**config.mk**
```make
export PLATFORM = sky130hd
export DESIGN_NAME = nearest_palette_color_match
export DESIGN_NICKNAME = d
export VERILOG_FILES = /design/src/hdl/npcm_pkg.sv /design/src/hdl/npcm_store.sv /design/src/hdl/npcm_dist.sv /design/src/hdl/npcm_ctrl.sv /design/src/hdl/nearest_palette_color_match.sv
export SDC_FILE = /design/constraint.sdc
export NUM_CORES = 1
export LEC_CHECK = 0
export BUFFER_PORTS_ARGS = -buffer_cell sky130_fd_sc_hd__buf_2
export CAP_MARGIN = 20
export CORE_MARGIN = 5
export CORE_UTILIZATION = 51
export CTS_CLUSTER_DIAMETER = 40
export DETAILED_ROUTE_END_ITERATION = 16
export HOLD_SLACK_MARGIN = 0.03
export PLACE_DENSITY_LB_ADDON = 0.1
export SETUP_SLACK_MARGIN = 0.5
export SYNTH_ARGS = -nofsm -noshare
export SYNTH_HDL_FRONTEND = slang
export SYNTH_HIERARCHICAL = 1
export SYNTH_SLANG_ARGS = --single-unit
```
**constraint.sdc**
```tcl
create_clock -name clk_i -period 7 [get_ports clk_i]
set_input_delay 1.05 -clock clk_i [delete_from_list [all_inputs] [get_ports clk_i]]
set_output_delay 1.05 -clock clk_i [all_outputs]
set_load 0.01 [all_outputs]
```
**src/hdl/npcm_pkg.sv**
```systemverilog
// Shared types and constants for the nearest palette color match block.
`timescale 1ns / 1ps
package npcm_pkg;

  localparam int unsigned ChanW  = 8;
  localparam int unsigned SqW    = 2 * ChanW;
  localparam int unsigned DistW  = 19;  // 4 * 255^2 = 260100
  localparam int unsigned CountW = 5;
  localparam int unsigned SlotW  = 4;
  localparam int unsigned ColorW = 4;

  localparam logic MODE_WRITE    = 1'b0;
  localparam logic MODE_CLASSIFY = 1'b1;

  typedef struct packed {
    logic [ChanW-1:0] red;
    logic [ChanW-1:0] green;
    logic [ChanW-1:0] blue;
    logic [ChanW-1:0] alpha;
  } rgba_t;

  typedef logic [DistW-1:0] dist_t;

  // Travels with each palette read through the scan pipeline.
  typedef struct packed {
    logic vld;
    logic last;
  } tag_t;

  typedef enum logic [1:0] {
    ST_IDLE,
    ST_SCAN,
    ST_FINISH
  } state_e;

endpackage

```
**src/hdl/npcm_store.sv**
```systemverilog
// Palette memory: one write port, one registered read port.
`timescale 1ns / 1ps
module npcm_store #(
  parameter int unsigned Depth = 16,
  parameter int unsigned IdxW  = 4
) (
  input  logic             clk_i,
  input  logic             rst_ni,
  input  logic             wr_en_i,
  input  logic [IdxW-1:0]  wr_addr_i,
  input  npcm_pkg::rgba_t  wr_data_i,
  input  npcm_pkg::tag_t   rd_tag_i,
  input  logic [IdxW-1:0]  rd_addr_i,
  output npcm_pkg::tag_t   rd_tag_o,
  output logic [IdxW-1:0]  rd_idx_o,
  output npcm_pkg::rgba_t  rd_data_o
);

  npcm_pkg::rgba_t mem [Depth];
  npcm_pkg::rgba_t rd_data_q;
  npcm_pkg::tag_t  rd_tag_q;
  logic [IdxW-1:0] rd_idx_q;

  always_ff @(posedge clk_i) begin
    if (wr_en_i) begin
      mem[wr_addr_i] <= wr_data_i;
    end
    if (rd_tag_i.vld) begin
      rd_data_q <= mem[rd_addr_i];
    end
    rd_idx_q <= rd_addr_i;
  end

  always_ff @(posedge clk_i or negedge rst_ni) begin
    if (!rst_ni) begin
      rd_tag_q <= '0;
    end else begin
      rd_tag_q <= rd_tag_i;
    end
  end

  assign rd_tag_o  = rd_tag_q;
  assign rd_idx_o  = rd_idx_q;
  assign rd_data_o = rd_data_q;

endmodule

```
**src/hdl/npcm_dist.sv**
```systemverilog
// Two-stage squared Euclidean distance between the pixel and one palette entry.
`timescale 1ns / 1ps
module npcm_dist #(
  parameter int unsigned IdxW = 4
) (
  input  logic             clk_i,
  input  logic             rst_ni,
  input  npcm_pkg::rgba_t  pix_i,
  input  npcm_pkg::tag_t   tag_i,
  input  logic [IdxW-1:0]  idx_i,
  input  npcm_pkg::rgba_t  entry_i,
  output npcm_pkg::tag_t   tag_o,
  output logic [IdxW-1:0]  idx_o,
  output npcm_pkg::dist_t  dist_o
);

  logic [npcm_pkg::ChanW-1:0] pch [4];
  logic [npcm_pkg::ChanW-1:0] ech [4];
  logic [npcm_pkg::ChanW-1:0] diff [4];
  logic [npcm_pkg::SqW-1:0]   sq_d [4];
  logic [npcm_pkg::SqW-1:0]   sq_q [4];
  npcm_pkg::tag_t             tag1_q, tag2_q;
  logic [IdxW-1:0]            idx1_q, idx2_q;
  npcm_pkg::dist_t            dist_q;

  assign pch[0] = pix_i.red;
  assign pch[1] = pix_i.green;
  assign pch[2] = pix_i.blue;
  assign pch[3] = pix_i.alpha;
  assign ech[0] = entry_i.red;
  assign ech[1] = entry_i.green;
  assign ech[2] = entry_i.blue;
  assign ech[3] = entry_i.alpha;

  always_comb begin
    for (int k = 0; k < 4; k++) begin
      diff[k] = (pch[k] > ech[k]) ? (pch[k] - ech[k]) : (ech[k] - pch[k]);
      sq_d[k] = diff[k] * diff[k];
    end
  end

  always_ff @(posedge clk_i) begin
    sq_q   <= sq_d;
    idx1_q <= idx_i;
    idx2_q <= idx1_q;
    dist_q <= npcm_pkg::DistW'(sq_q[0]) + npcm_pkg::DistW'(sq_q[1])
            + npcm_pkg::DistW'(sq_q[2]) + npcm_pkg::DistW'(sq_q[3]);
  end

  always_ff @(posedge clk_i or negedge rst_ni) begin
    if (!rst_ni) begin
      tag1_q <= '0;
      tag2_q <= '0;
    end else begin
      tag1_q <= tag_i;
      tag2_q <= tag1_q;
    end
  end

  assign tag_o  = tag2_q;
  assign idx_o  = idx2_q;
  assign dist_o = dist_q;

endmodule

```
**src/hdl/npcm_ctrl.sv**
```systemverilog
// Sequencer: handshakes, palette count register, scan counter and best-match tracking.
`timescale 1ns / 1ps
module npcm_ctrl #(
  parameter int unsigned Depth = 16,
  parameter int unsigned IdxW  = 4,
  parameter int unsigned CntW  = 5
) (
  input  logic                          clk_i,
  input  logic                          rst_ni,
  input  logic                          in_valid_i,
  output logic                          in_ready_o,
  input  logic                          mode_i,
  input  logic [npcm_pkg::SlotW-1:0]    entry_index_i,
  input  npcm_pkg::rgba_t               pix_i,
  output logic                          out_valid_o,
  input  logic                          out_ready_i,
  output logic [npcm_pkg::ColorW-1:0]   color_index_o,
  input  logic                          cfg_we_i,
  input  logic [npcm_pkg::CountW-1:0]   cfg_wdata_i,
  output logic                          wr_en_o,
  output logic [IdxW-1:0]               wr_addr_o,
  output npcm_pkg::rgba_t               pix_o,
  output npcm_pkg::tag_t                rd_tag_o,
  output logic [IdxW-1:0]               rd_addr_o,
  input  npcm_pkg::tag_t                res_tag_i,
  input  logic [IdxW-1:0]               res_idx_i,
  input  npcm_pkg::dist_t               res_dist_i
);

  npcm_pkg::state_e             state_q, state_d;
  logic [npcm_pkg::CountW-1:0]  count_q;
  logic [CntW-1:0]              limit_q, limit_d;
  logic [CntW-1:0]              cnt_q;
  logic                         have_q;
  logic [IdxW-1:0]              best_idx_q;
  npcm_pkg::dist_t              best_dist_q;
  npcm_pkg::rgba_t              pix_q;
  logic                         out_vld_q;
  logic [npcm_pkg::ColorW-1:0]  color_q;
  logic                         start;
  logic                         issue;
  logic                         load;
  logic                         better;
  logic [31:0]                  best_ext;

  // Count beyond the memory depth saturates at the depth.
  assign limit_d = (32'(count_q) > Depth) ? CntW'(Depth) : CntW'(count_q);

  always_comb begin
    state_d    = state_q;
    in_ready_o = 1'b0;
    start      = 1'b0;
    issue      = 1'b0;
    load       = 1'b0;
    case (state_q)
      npcm_pkg::ST_IDLE: begin
        in_ready_o = 1'b1;
        if (in_valid_i && (mode_i == npcm_pkg::MODE_CLASSIFY)) begin
          start   = 1'b1;
          state_d = (limit_d == '0) ? npcm_pkg::ST_FINISH : npcm_pkg::ST_SCAN;
        end
      end
      npcm_pkg::ST_SCAN: begin
        issue = (cnt_q < limit_q);
        if (res_tag_i.vld && res_tag_i.last) begin
          state_d = npcm_pkg::ST_FINISH;
        end
      end
      npcm_pkg::ST_FINISH: begin
        if (!out_vld_q || out_ready_i) begin
          load    = 1'b1;
          state_d = npcm_pkg::ST_IDLE;
        end
      end
      default: begin
        state_d = npcm_pkg::ST_IDLE;
      end
    endcase
  end

  // Writes only happen while idle, so no scan read can collide with them.
  assign wr_en_o   = in_valid_i && (state_q == npcm_pkg::ST_IDLE)
                   && (mode_i == npcm_pkg::MODE_WRITE) && (32'(entry_index_i) < Depth);
  assign wr_addr_o = IdxW'(entry_index_i);

  assign rd_tag_o.vld  = issue;
  assign rd_tag_o.last = (cnt_q == (limit_q - CntW'(1)));
  assign rd_addr_o     = cnt_q[IdxW-1:0];
  assign pix_o         = pix_q;

  assign better   = res_tag_i.vld && (!have_q || (res_dist_i < best_dist_q));
  assign best_ext = 32'(best_idx_q);

  always_ff @(posedge clk_i or negedge rst_ni) begin
    if (!rst_ni) begin
      state_q   <= npcm_pkg::ST_IDLE;
      count_q   <= npcm_pkg::CountW'(1);
      limit_q   <= '0;
      cnt_q     <= '0;
      have_q    <= 1'b0;
      out_vld_q <= 1'b0;
    end else begin
      state_q <= state_d;
      if (cfg_we_i) begin
        count_q <= cfg_wdata_i;
      end
      if (start) begin
        limit_q <= limit_d;
        cnt_q   <= '0;
        have_q  <= 1'b0;
      end else begin
        if (issue) begin
          cnt_q <= cnt_q + CntW'(1);
        end
        if (better) begin
          have_q <= 1'b1;
        end
      end
      if (load) begin
        out_vld_q <= 1'b1;
      end else if (out_ready_i) begin
        out_vld_q <= 1'b0;
      end
    end
  end

  always_ff @(posedge clk_i) begin
    if (start) begin
      pix_q      <= pix_i;
      best_idx_q <= '0;
    end else if (better) begin
      best_idx_q  <= res_idx_i;
      best_dist_q <= res_dist_i;
    end
    if (load) begin
      color_q <= best_ext[npcm_pkg::ColorW-1:0];
    end
  end

  assign out_valid_o   = out_vld_q;
  assign color_index_o = color_q;

endmodule

```
**src/hdl/nearest_palette_color_match.sv**
```systemverilog
// A classify transaction scans N palette entries, N being min(palette_count, PALETTE_DEPTH);
// one palette entry is read from the memory per cycle, and the index is given when the scan ends.
// A new pixel is accepted only once the previous scan has finished and its result has been loaded
// into the output register, which waits while that register stays full; palette writes are taken while idle.
// The next transaction is accepted while the previous result waits in the output register.
// Reset: palette_count returns to 1 and control clears; palette contents undefined until written.
`timescale 1ns / 1ps
module nearest_palette_color_match #(
  parameter int unsigned PALETTE_DEPTH = 16
) (
  input  logic                         clk_i,
  input  logic                         rst_ni,
  input  logic                         in_valid_i,
  output logic                         in_ready_o,
  input  logic                         mode_i,
  input  logic [npcm_pkg::SlotW-1:0]   entry_index_i,
  input  logic [npcm_pkg::ChanW-1:0]   red_i,
  input  logic [npcm_pkg::ChanW-1:0]   green_i,
  input  logic [npcm_pkg::ChanW-1:0]   blue_i,
  input  logic [npcm_pkg::ChanW-1:0]   alpha_i,
  output logic                         out_valid_o,
  input  logic                         out_ready_i,
  output logic [npcm_pkg::ColorW-1:0]  color_index_o,
  input  logic                         cfg_we_i,
  input  logic [npcm_pkg::CountW-1:0]  cfg_wdata_i
);

  localparam int unsigned IdxW = $clog2(PALETTE_DEPTH);
  localparam int unsigned CntW = $clog2(PALETTE_DEPTH + 1);

  npcm_pkg::rgba_t  pix_in;
  npcm_pkg::rgba_t  pix;
  npcm_pkg::rgba_t  entry;
  logic             wr_en;
  logic [IdxW-1:0]  wr_addr;
  npcm_pkg::tag_t   rd_tag, mem_tag, res_tag;
  logic [IdxW-1:0]  rd_addr, mem_idx, res_idx;
  npcm_pkg::dist_t  res_dist;

  assign pix_in.red   = red_i;
  assign pix_in.green = green_i;
  assign pix_in.blue  = blue_i;
  assign pix_in.alpha = alpha_i;

  npcm_ctrl #(
    .Depth (PALETTE_DEPTH),
    .IdxW  (IdxW),
    .CntW  (CntW)
  ) u_ctrl (
    .clk_i         (clk_i),
    .rst_ni        (rst_ni),
    .in_valid_i    (in_valid_i),
    .in_ready_o    (in_ready_o),
    .mode_i        (mode_i),
    .entry_index_i (entry_index_i),
    .pix_i         (pix_in),
    .out_valid_o   (out_valid_o),
    .out_ready_i   (out_ready_i),
    .color_index_o (color_index_o),
    .cfg_we_i      (cfg_we_i),
    .cfg_wdata_i   (cfg_wdata_i),
    .wr_en_o       (wr_en),
    .wr_addr_o     (wr_addr),
    .pix_o         (pix),
    .rd_tag_o      (rd_tag),
    .rd_addr_o     (rd_addr),
    .res_tag_i     (res_tag),
    .res_idx_i     (res_idx),
    .res_dist_i    (res_dist)
  );

  npcm_store #(
    .Depth (PALETTE_DEPTH),
    .IdxW  (IdxW)
  ) u_store (
    .clk_i     (clk_i),
    .rst_ni    (rst_ni),
    .wr_en_i   (wr_en),
    .wr_addr_i (wr_addr),
    .wr_data_i (pix_in),
    .rd_tag_i  (rd_tag),
    .rd_addr_i (rd_addr),
    .rd_tag_o  (mem_tag),
    .rd_idx_o  (mem_idx),
    .rd_data_o (entry)
  );

  npcm_dist #(
    .IdxW (IdxW)
  ) u_dist (
    .clk_i   (clk_i),
    .rst_ni  (rst_ni),
    .pix_i   (pix),
    .tag_i   (mem_tag),
    .idx_i   (mem_idx),
    .entry_i (entry),
    .tag_o   (res_tag),
    .idx_o   (res_idx),
    .dist_o  (res_dist)
  );

endmodule
```
# Word-level counts from Yosys, hierarchy flattened

Memory sizes are Yosys's and may differ from the RTL's. A register that Yosys moved wholly into a read port is not among the register bits.
Cells that the tools add are included.

Word-level logic and storage cells: 100
Memory bits (writable): 512
Output and inout port bits: 6
Register bits after elaboration: 179
Memories kept: 1

Multipliers: 4
$lt $le $gt $ge: 7
Reductions and logical operators: 16
Add/subtract/negate cells: 13
Bitwise operators: 2
Equality and inequality tests: 6
Muxes and demuxes: 24

Memories:

| memory      | depth | bits a word | rd ports | clocked after memory_dff | wr ports | RTL line         | text |
|---|---|---|---|---|---|---|---|
| u_store.mem | 16    | 32          | 1        | 1                        | 1        | npcm_store.sv:19 | `npcm_pkg::rgba_t mem [Depth];` |

Operators by type and width:

| operator                                            | number |
|---|---|
| multiplier 8 x 8 -> 16 bit                          | 4 |
| subtractor 8 bit                                    | 8 |
| adder 19 x 16 -> 19 bit                             | 2 |
| > comparator 8 bit                                  | 4 |
| 2-to-1 mux 8 bit                                    | 4 |
| < comparator 19 bit                                 | 1 |
| adder 16 x 16 -> 17 bit                             | 1 |
| 2-to-1 mux 5 bit                                    | 3 |
| 2-to-1 mux 1 bit                                    | 12 |
| 2-to-1 mux 2 bit                                    | 4 |
| != test 2 x 1 -> 1 bit, second input constant       | 3 |
| one-hot mux 2 bit (3 select lines)                  | 1 |
| nonzero test 2 bit                                  | 3 |
| adder 5 x 1 -> 5 bit, second input constant         | 1 |
| equality test 5 bit                                 | 1 |
| > comparator 5 bit, second input constant           | 1 |
| logical AND 1 bit                                   | 5 |
| zero test 5 bit                                     | 1 |
| < comparator 5 bit                                  | 1 |
| subtractor 5 x 1 -> 5 bit, second input constant    | 1 |
| AND reduction 3 bit                                 | 1 |
| equality test 2 x 1 -> 1 bit, second input constant | 1 |
| equality test 2 bit, second input constant          | 1 |
| zero test 1 bit                                     | 2 |
| 4 further kinds                                     | 6 |

# Longest topological paths before layout

Gate-level depths: netlist of the first run.

Word-level depth: 6
Depth in mapped cells: 28

# Cells and area by module

Netlist of the first run, hierarchy kept.

By module, submodules not included:

| module     | times used | cells an instance | sequential area each (sq um) | area an instance (sq um) |
|---|---|---|---|---|
| npcm_store | 1          | 844               | 16,465.8                     | 20,285.7 |
| npcm_dist  | 1          | 1,324             | 1,821.7                      | 12,264.3 |
| npcm_ctrl  | 1          | 260               | 2,208.4                      | 3,412.0 |

# Least setup slack after synthesis of the first run

Ideal clock, no wire load.

Path type: flip-flop to flip-flop
Start point: register u_ctrl.pix_q, in the netlist u_ctrl/pix_o[16]
End point: register u_dist/sq_q[47] in the netlist's numbering
Cell stages (with the launch flop): 25
Data required time: 6.880 ns
Buffers on the path: 0
Clock period less this slack: 6.218 ns
Setup slack: 0.782 ns
Data arrival time: 6.098 ns
Cell sequence: edfxtp_1 inv_1 ha_1 inv_1 fa_1 a211oi_1 nor3_1 o21ai_4 mux2i_1 xor2_2 or2_1 inv_1 fa_1 fa_1 inv_1 fa_1 fa_1 inv_1 ha_1 nand2_1 o21ai_0 o41ai_1 o21ai_0 a21oi_1 xnor2_1

RTL lines:

| item                   | RTL line         | text |
|---|---|---|
| from (decl)            | npcm_ctrl.sv:37  | `npcm_pkg::rgba_t pix_q;` |
| from (signal assigned) | npcm_ctrl.sv:129 | `pix_q <= pix_i;` |
| to (signal assigned)   | npcm_dist.sv:43  | `sq_q <= sq_d;` |
| to (decl)              | npcm_dist.sv:21  | `logic [npcm_pkg::SqW-1:0] sq_q [4];` |

==> results.txt, run 1 <==
- Setup repair after global routing could not meet its margin everywhere.
* Non-filler instance count after layout: roughly 3600
- The share of the Yosys chip area taken by registers is 0.570.
- The number of global-route vias before repair is 20912.
- The worst setup path is captured at a register.
- Max-cap violations in this run came to 0.
* Number of top-level pins: between 50 and 60
* Part of the cycle the worst path needs: 0.891
- Share of flip-flops with an asynchronous set or reset after synthesis: 0.0348
- Number of distinct standard cells referenced by the synthesized netlist: 81
- Slew at the pin with the worst max-slew slack: around 1 ns
- Synth Cell Area: 0.0360 sq mm
- Number of detailed-routing iterations run before antenna repair: 5
* Worst-path maximum fanout: 11
- Number of buffers between clock root and the deepest sink: 3
- Net count after synthesis: between 2000 and 3000
* Die span in x: between 200 and 300 um
- Clock sinks: between 700 and 800
- The die covers between 0.07 and 0.08 sq mm.
- Worst hold path class: register to register
- The first routing iteration left roughly 1300 violations.
* Share of post-route cells with drive strength above 1: 0.196
- Clock tree synthesis selected as its root buffer the cell sky130_fd_sc_hd__clkbuf_16.
* Final Hold Fails: 0
- Setup violations remaining at the end of the flow were counted as 0.
- Across all layers, the routed design uses roughly 20000 vias.
- After detailed placement, the design holds a cell count of 3370.
* Final routed wirelength across all metal layers: about 78 mm
* Hold path startpoint: u_store/rd_idx_o[3]
* Total of flip-flops plus latches after synthesis: 718
- Worst-case hold slack: ~0.32 ns
- The share of synthesized area in the top cell type comes to 0.500.
- The HPWL after detailed placement is 46.1 mm.
* Area of the placeable core: 0.0700 sq mm
* Global route total overflow: 0
- The run finished with clean final reports.
* Per-cell routed wire length: roughly 22 um
* Effective utilization at floorplan: 0.514
- Worst relative slew slack: 0.340
- Summed over all failing endpoints, the final setup total negative slack is 0 ns.
- In this run the vertical extent of the chip is 276 um.
- Number of flops mapped to enable cells by yosys: about 600
* Most common flop cell mapped by yosys: sky130_fd_sc_hd__edfxtp_1
* Number of CTS-inserted buffers: 98
- Ranked by total cell area, the synthesized netlist is headed by sky130_fd_sc_hd__edfxtp_1, sky130_fd_sc_hd__mux4_2, sky130_fd_sc_hd__ha_1.
- For this run, the post-layout net count is slightly below 3000.
- Clock insertion delay at the later pin of the skew report: 0.66 ns
* Clock tree from TritonCTS: yes
- Kind of critical path: register to register
* Top cell type by total area after synthesis: sky130_fd_sc_hd__edfxtp_1
- Placer congestion estimate: approximately 0.83
* Setup crit start kind: register
- Buffers placed on the I/O ports in this run total 52.
* Area Overhead vs Synth: 14.1%
- Arrival time reported for the critical path endpoint: 6.78 ns
- In this run the remaining antenna-violating nets after routing total 0.
- Syn avg cell area: approximately 15 sq um
- In the synthesized netlist, the cells that appear most often are sky130_fd_sc_hd__edfxtp_1, sky130_fd_sc_hd__inv_1, sky130_fd_sc_hd__ha_1, sky130_fd_sc_hd__nor2_1, sky130_fd_sc_hd__fa_1.
- Clock tree skew after final layout: between 0.04 and 0.05 ns
* Pin count of the biggest net entering global routing: around 140
* Data required time of the critical path: roughly 7.5 ns
- In this run the critical register-to-register path is launched from u_ctrl/pix_o[24].
- Antenna violations before repair: 5
* Crit path launch: u_ctrl/pix_o[24]
- Setup slack on the worst reg-to-reg path comes out at ~0.76 ns.
- The final number of max-transition violations came to 0.
* Most frequently used cell type in the post-synthesis netlist: sky130_fd_sc_hd__edfxtp_1
* Maximum operating frequency: 0.160 GHz
- After technology mapping, the gate count stands at about 2400.
- The clock period could shrink to approximately 6.2 ns.
- Ys Warns: 6
* Worst-path clk slew: about 0.050 ns
- The repair_antennas step left the layout with diodes totalling 0.
- Across every metal layer, demand over resource in global routing totals 0.210.
- Total DRC errors in the routed layout: 0
- The clock tree synthesis step divided the H-tree into 3 levels.
- Count of standard-cell rows: between 90 and 100
- The first global-routing pass estimated around 120 mm of wire.
- Dividing the detail-routed via count by the number of cells gives between 5 and 6.
-- per-layer routing --
metal  global-route usage  vias up  part of all wire
met5                    0        -           0.00017
met4               0.0616        2             0.022
met3               0.0347      102             0.055
met2                0.355      522              0.50
met1                0.284    10093              0.42
li1                     -     9110                 -
-- worst paths after layout --
path / to / cells past startpoint
setup / recovery: u_dist/sq_q[60] / 25
hold reg to reg: u_dist/idx1_q[3] / 0
hold / removal: u_dist/idx1_q[3] / 0
min in group asynchronous: u_ctrl/cnt_q[4] / 1
max in group asynchronous: u_ctrl/cnt_q[1] / 1
setup reg to reg: u_dist/sq_q[60] / 25
-- layout make-up --
class | count | area, sq um
Tap cell | 940 | 1180
Sequential cell | 718 | 20500
Fill cell | 5490 | 29000
Multi-Input combinational cell | 1344 | 14300
Timing Repair Buffer | 103 | 668
Clock buffer | 112 | 2560
Inverter | 282 | 1060
Clock inverter | 69 | 717
-- placed cells by master, fill, tap and decap left out, drive strengths merged, types with 5 or more instances in the layout --
cell / count
edfxtp: 599
inv: 299
ha: 222
nor2: 159
fa: 136
mux4: 128
clkbuf: 112
buf: 103
dfxtp: 94
a21oi: 90
nand2: 83
xnor2: 76
a22oi: 64
o21ai: 50
a21o: 47
clkinv: 40
xor2: 33
mux2i: 33
dfrtp: 24
nor3: 23
or2: 23
nand3: 14
nand2b: 14
a31oi: 14
o21a: 13
a211oi: 13
o21bai: 12
nand4: 11
nand3b: 11
bufinv: 8
nor2b: 8
and3: 6
mux2: 5
a31o: 5
and2: 5
o22ai: 5
-- cells by family (layout without fill, tap and decap cells) --
group / after synthesis / after routing / synth area share
other: 1 / 1 / 0.000104
AND/OR/NAND/NOR: 368 / 368 / 0.0479
adder cells (fa/ha/maj): 358 / 358 / 0.153
AO/OA/AOI/OAI: 342 / 342 / 0.0645
buffers and inverters: 367 / 566 / 0.0427
XOR/XNOR: 108 / 109 / 0.0304
flip-flops: 718 / 718 / 0.570
multiplexers: 166 / 166 / 0.0916
-- state kept, by name (all words and copies together), names as in the netlist, 5 cells and up --
signal              flops
u_ctrl/count_q          5
u_ctrl/cnt_q            5
u_dist/dist_o          18
u_store/rd_data_o      32
u_dist/sq_q            60
u_ctrl/limit_q          5
u_ctrl/pix_o           32
u_ctrl/best_dist_q     19
u_store/mem           512
-- stage by stage --
stage          area (sq um)  setup slack, ns  utilization
2_1_floorplan         36000            0.782            -
6_report              41000            0.761        0.586
5_1_grt               41000            0.406        0.586
4_1_cts               40700            0.433        0.581
3_3_place_gp          37400            0.558        0.533
3_5_place_dp          37400            0.446        0.533
-- worst max-delay path, stage by stage, from the launching register on --
cell,delay (ns)
sky130_fd_sc_hd__edfxtp_1,0.40
sky130_fd_sc_hd__inv_1,0.08
sky130_fd_sc_hd__ha_1,0.16
sky130_fd_sc_hd__inv_1,0.05
sky130_fd_sc_hd__fa_2,0.37
sky130_fd_sc_hd__a211oi_2,0.25
sky130_fd_sc_hd__nor3_1,0.11
sky130_fd_sc_hd__o21ai_4,0.20
sky130_fd_sc_hd__buf_4,0.17
sky130_fd_sc_hd__mux2i_2,0.20
sky130_fd_sc_hd__xor2_1,0.08
sky130_fd_sc_hd__buf_4,0.20
sky130_fd_sc_hd__or2_1,0.27
sky130_fd_sc_hd__fa_1,0.51
sky130_fd_sc_hd__inv_1,0.06
sky130_fd_sc_hd__fa_1,0.54
sky130_fd_sc_hd__inv_1,0.05
sky130_fd_sc_hd__fa_1,0.45
sky130_fd_sc_hd__fa_1,0.49
sky130_fd_sc_hd__inv_1,0.04
sky130_fd_sc_hd__ha_1,0.32
sky130_fd_sc_hd__o21a_1,0.13
sky130_fd_sc_hd__o31a_1,0.13
sky130_fd_sc_hd__o31ai_4,0.27
sky130_fd_sc_hd__or4b_1,0.47
sky130_fd_sc_hd__o211ai_1,0.10
-- timing repair --
action / 4_1_cts / 5_1_grt
hold buffers: 0 / 0
gates cloned: 0 / 1
setup endpoints to repair: 4 / 18
gates resized for setup: 6 / 42
setup buffers: 0 / 16
pin swaps: 0 / 8
Power of run 1 is not shown: default switching activity piles up to over one toggle a cycle in this logic, so the estimate is an artifact.
==> run 2: changes to the inputs <==
--- a/config.mk
+++ b/config.mk
@@ -10,6 +10,7 @@
 export CORE_MARGIN = 5
 export CORE_UTILIZATION = 51
 export CTS_CLUSTER_DIAMETER = 40
+export CTS_CLUSTER_SIZE = 20
 export DETAILED_ROUTE_END_ITERATION = 16
 export HOLD_SLACK_MARGIN = 0.03
 export PLACE_DENSITY_LB_ADDON = 0.1
==> constraint.sdc (replaced) <==
create_clock -name clk_i -period 7 [get_ports clk_i]
set_input_delay 1.4 -clock clk_i [delete_from_list [all_inputs] [get_ports clk_i]]
set_output_delay 1.4 -clock clk_i [all_outputs]
set_load 0.01 [all_outputs]
==> run 2 against run 1 <==
First-iteration DRC count rose by 3.5%. Maximum frequency fell by 0.27%. Wire length rose by 0.11%. Critical endpoint is now u_dist/sq_q[45]. Highest routed layer is now met4. Via count fell by 0.18%. Critical path type unchanged. Clock skew fell by 0.014 ns. Global-route usage fell by 0.19 points.
==> results.txt, run 2 (synthesis gave the netlist of run 1 again) <==
- The highest net fanout along the worst path was 9 (-2).
- Worst relative slew slack: 0.257 (-0.0834)
- Via count of the first global-routing pass: 20720 (-0.92%)
* Effective utilization at floorplan: 0.514 (unchanged)
- The most critical setup path has its startpoint at u_ctrl/pix_o[16].
* Area Overhead vs Synth: 14.6%
* Worst-path clk slew: 0.06 ns (about the same)
* Flip-flop count of the largest register after layout: 512 (unchanged)
* Iteration-0 DRC count of the detailed router: 1348 (+3.5%)
- Clock insertion delay at the later pin of the skew report: 0.66 ns (about the same)
- Minimum setup slack among reg-to-reg paths: 0.74 ns (-0.02 ns)
- Placer congestion estimate: 0.822 (-1.2%)
* Time the final worst path needs with I/O delays and setup: 6.26 ns (+0.0168 ns)
- Height of the die: 276 um (unchanged)
* HPWL after DPL: 46.9 mm (+1.7%)
- Setup violations, final: 0 (unchanged)
- In this run the critical register-to-register path is captured at u_dist/sq_q[45].
- Number of vias per cell: 5.53 (-0.52%)
* Critical path's top delay family: adder cells
- Setup crit start kind: register
* Maximum cell stage delay along the critical path: 0.55 ns (about the same)
* Kind of critical path: register to register
- Total DRC errors in the routed layout: 0 (unchanged)
- The depth of the most critical reg-to-reg path came to 26 (+4.0%).
- Final number of max-transition violations: 0 (unchanged)
* Global route total overflow: 0 (unchanged)
* Part of the cycle the worst path needs: 0.894 (+0.00240)
- Met3 usage in global routing: 0.0355 (+0.000782)
- Final routed wirelength across all metal layers: 77.9 mm (+0.11%)
* Clock sinks: 718 (unchanged)
- The met1 capacity usage during global routing was 0.282 (-0.00237).
* Largest registers in the final layout: u_store/mem (512), u_dist/sq_q (60)
- Per-cell routed wire length: 21.8 um (-0.23%)
- Leaving out fill and tap cells, the most frequent cell in the layout is sky130_fd_sc_hd__edfxtp_1.
- Clock tree skew after final layout: 0.0285 ns (-0.0143 ns)
- Status: finished, final reports clean
- The buffer depth of the longest clock path is 3 (unchanged).
- The number of buffer and inverter instances along the worst setup path is 7 (unchanged).
- Top library cells by usage in the layout, fill and taps aside: sky130_fd_sc_hd__edfxtp_1, sky130_fd_sc_hd__inv_1, sky130_fd_sc_hd__ha_1
- More flip-flops sit in one register than any other, and that register is u_store/mem.
- The transition time at the pin with the least slew margin was 1.11 ns (+0.125 ns).
* Slowest library cell on the worst path: sky130_fd_sc_hd__fa_1
- The post-layout net count was 2959 (+0.24%).
* Cell at the root of the clock tree: sky130_fd_sc_hd__clkbuf_16
- The total number of cells along the worst setup path is 26 (+4.0%).
* First-pass GRT wire length: 120 mm (-0.88%)
- After global routing, the most crowded layer is met2.
- The number of H-tree levels is 3 (unchanged).
* Hold buffer count at CTS: 0 (unchanged)
- The count of final hold-check violations was 0 (unchanged).
- Worst Setup End Kind: register
* Share of post-route cells with drive strength above 1: 0.197 (+0.00153)
* Die span in x: 276 um (unchanged)
- The met2 usage in global routing is 0.354 (-0.00137).
- Antenna violations before repair: 7 (+2)
- RR Startpoint: u_ctrl/pix_o[16]
* Overall track demand over capacity in global routing: 0.208 (-0.00193)
- The number of cell rows was 97 (unchanged).
- The number of buffer cells added on primary ports was 52 (unchanged).
* Number of detailed-routing iterations run before antenna repair: 4 (-1)
* Die area: 0.0759 sq mm (unchanged)
- Number of top-level pins: 53 (unchanged)
- TritonCTS built the clock tree.
- The number of nets with antenna violations after routing came to 0 (unchanged).
* Data required time of the critical path: 7.59 ns (+0.05 ns)
- In this run the worst setup path terminates at u_dist/sq_q[45].
- Setup repair after global routing left no endpoint under its margin.
- Routed via count: 19793 (-0.18%)
- Setup_tns: 0 ns (unchanged)
- Max-cap viol count: 0 (unchanged)
- Pin count of the biggest net entering global routing: 135 (unchanged)
- The tightest min-delay check is of the register to register type.
- Area of the placeable core: 0.0700 sq mm (unchanged)
- The number of buffers created by CTS is 98 (unchanged).
- Arrival time reported for the critical path endpoint: 6.84 ns (+0.06 ns)
* Maximum operating frequency: 0.160 GHz (-0.27%)
-- run 2: cell types whose count changed in the layout (fill, tap and decap cells not counted), sizes merged --
| cell | before | now |
|---|---|---|
| bufinv | 8 | 12 |
| inv | 299 | 294 |
| clkinvlp | 4 | 9 |
| diode | 0 | 2 |
| clkinv | 40 | 37 |
| buf | 103 | 110 |
| clkbuf | 112 | 114 |
-- run 2: cell type report --
class                      count  area [sq um]
fill                        5431         28800
sequential                   718         20500
multi-input combinational   1344         14300
clock buffer                 114          2550
tap                          940          1180
inverter                     282          1060
clock inverter                70           842
timing repair buffer         110           746
antenna                        2          5.00
-- run 2: worst min-delay path by stage --
stage	startpoint	endpoint	slack, ns	cells after the start
global placement	u_store/rd_idx_o[2]	u_dist/idx1_q[2]	0.31	0
floorplan	u_store/rd_idx_o[0]	u_dist/idx1_q[0]	0.31	0
global route	u_store/rd_idx_o[3]	u_dist/idx1_q[3]	0.32	0
detailed placement	u_dist/idx1_q[3]	u_dist/idx_o[3]	0.31	0
CTS	u_store/rd_idx_o[3]	u_dist/idx1_q[3]	0.32	0
finish	u_store/rd_idx_o[3]	u_dist/idx1_q[3]	0.32	0
-- run 2: layer usage --
metal / part of all wire / vias to the layer above / wire length [um]
li1: - / 9124 / -
met1: 0.43 / 10114 / 33500
met2: 0.50 / 450 / 38800
met3: 0.051 / 105 / 3980
met4: 0.020 / 0 / 1590
met5: 0 / - / 0
-- run 2: what timing repair did --
| action | 4_1_cts | 5_1_grt |
|---|---|---|
| endpoints found under the setup margin | 5 | 19 |
| buffers inserted | 0 | 23 |
| gates resized for setup | 4 | 38 |
| pin swaps | 0 | 8 |
| gates cloned | 0 | 1 |
-- run 2: through the flow --
stage,util,std cells,setup slack [ns],hold slack [ns],area (sq um)
after CTS,0.582,3554,0.501,0.320,40800
after floorplan,-,2428,0.782,0.310,36000
after detailed placement,0.533,3370,0.425,0.312,37400
after global placement,0.533,3370,0.547,0.310,37400
final,0.588,3580,0.744,0.318,41200
after global routing,0.588,3578,0.488,0.321,41200
-- run 2: worst reg2reg max path: stages (launching register included) --
cell and delay [ns]:
sky130_fd_sc_hd__edfxtp_1 0.40, sky130_fd_sc_hd__inv_1 0.07, sky130_fd_sc_hd__ha_1 0.15, sky130_fd_sc_hd__inv_1 0.05, sky130_fd_sc_hd__fa_1 0.43, sky130_fd_sc_hd__a211oi_2 0.27
sky130_fd_sc_hd__nor3_1 0.11, sky130_fd_sc_hd__o21ai_4 0.16, sky130_fd_sc_hd__buf_12 0.14, sky130_fd_sc_hd__mux2i_2 0.25, sky130_fd_sc_hd__xnor2_2 0.18, sky130_fd_sc_hd__or2_1 0.31
sky130_fd_sc_hd__inv_1 0.09, sky130_fd_sc_hd__fa_1 0.44, sky130_fd_sc_hd__fa_1 0.55, sky130_fd_sc_hd__inv_1 0.06, sky130_fd_sc_hd__fa_1 0.50, sky130_fd_sc_hd__fa_1 0.54
sky130_fd_sc_hd__inv_1 0.05, sky130_fd_sc_hd__ha_1 0.35, sky130_fd_sc_hd__nand2_1 0.09, sky130_fd_sc_hd__o21ai_1 0.09, sky130_fd_sc_hd__o41ai_2 0.39, sky130_fd_sc_hd__buf_4 0.18
sky130_fd_sc_hd__o21bai_1 0.06, sky130_fd_sc_hd__a21oi_1 0.17, sky130_fd_sc_hd__xnor2_1 0.13
Power of run 2 is left out for the same reason.
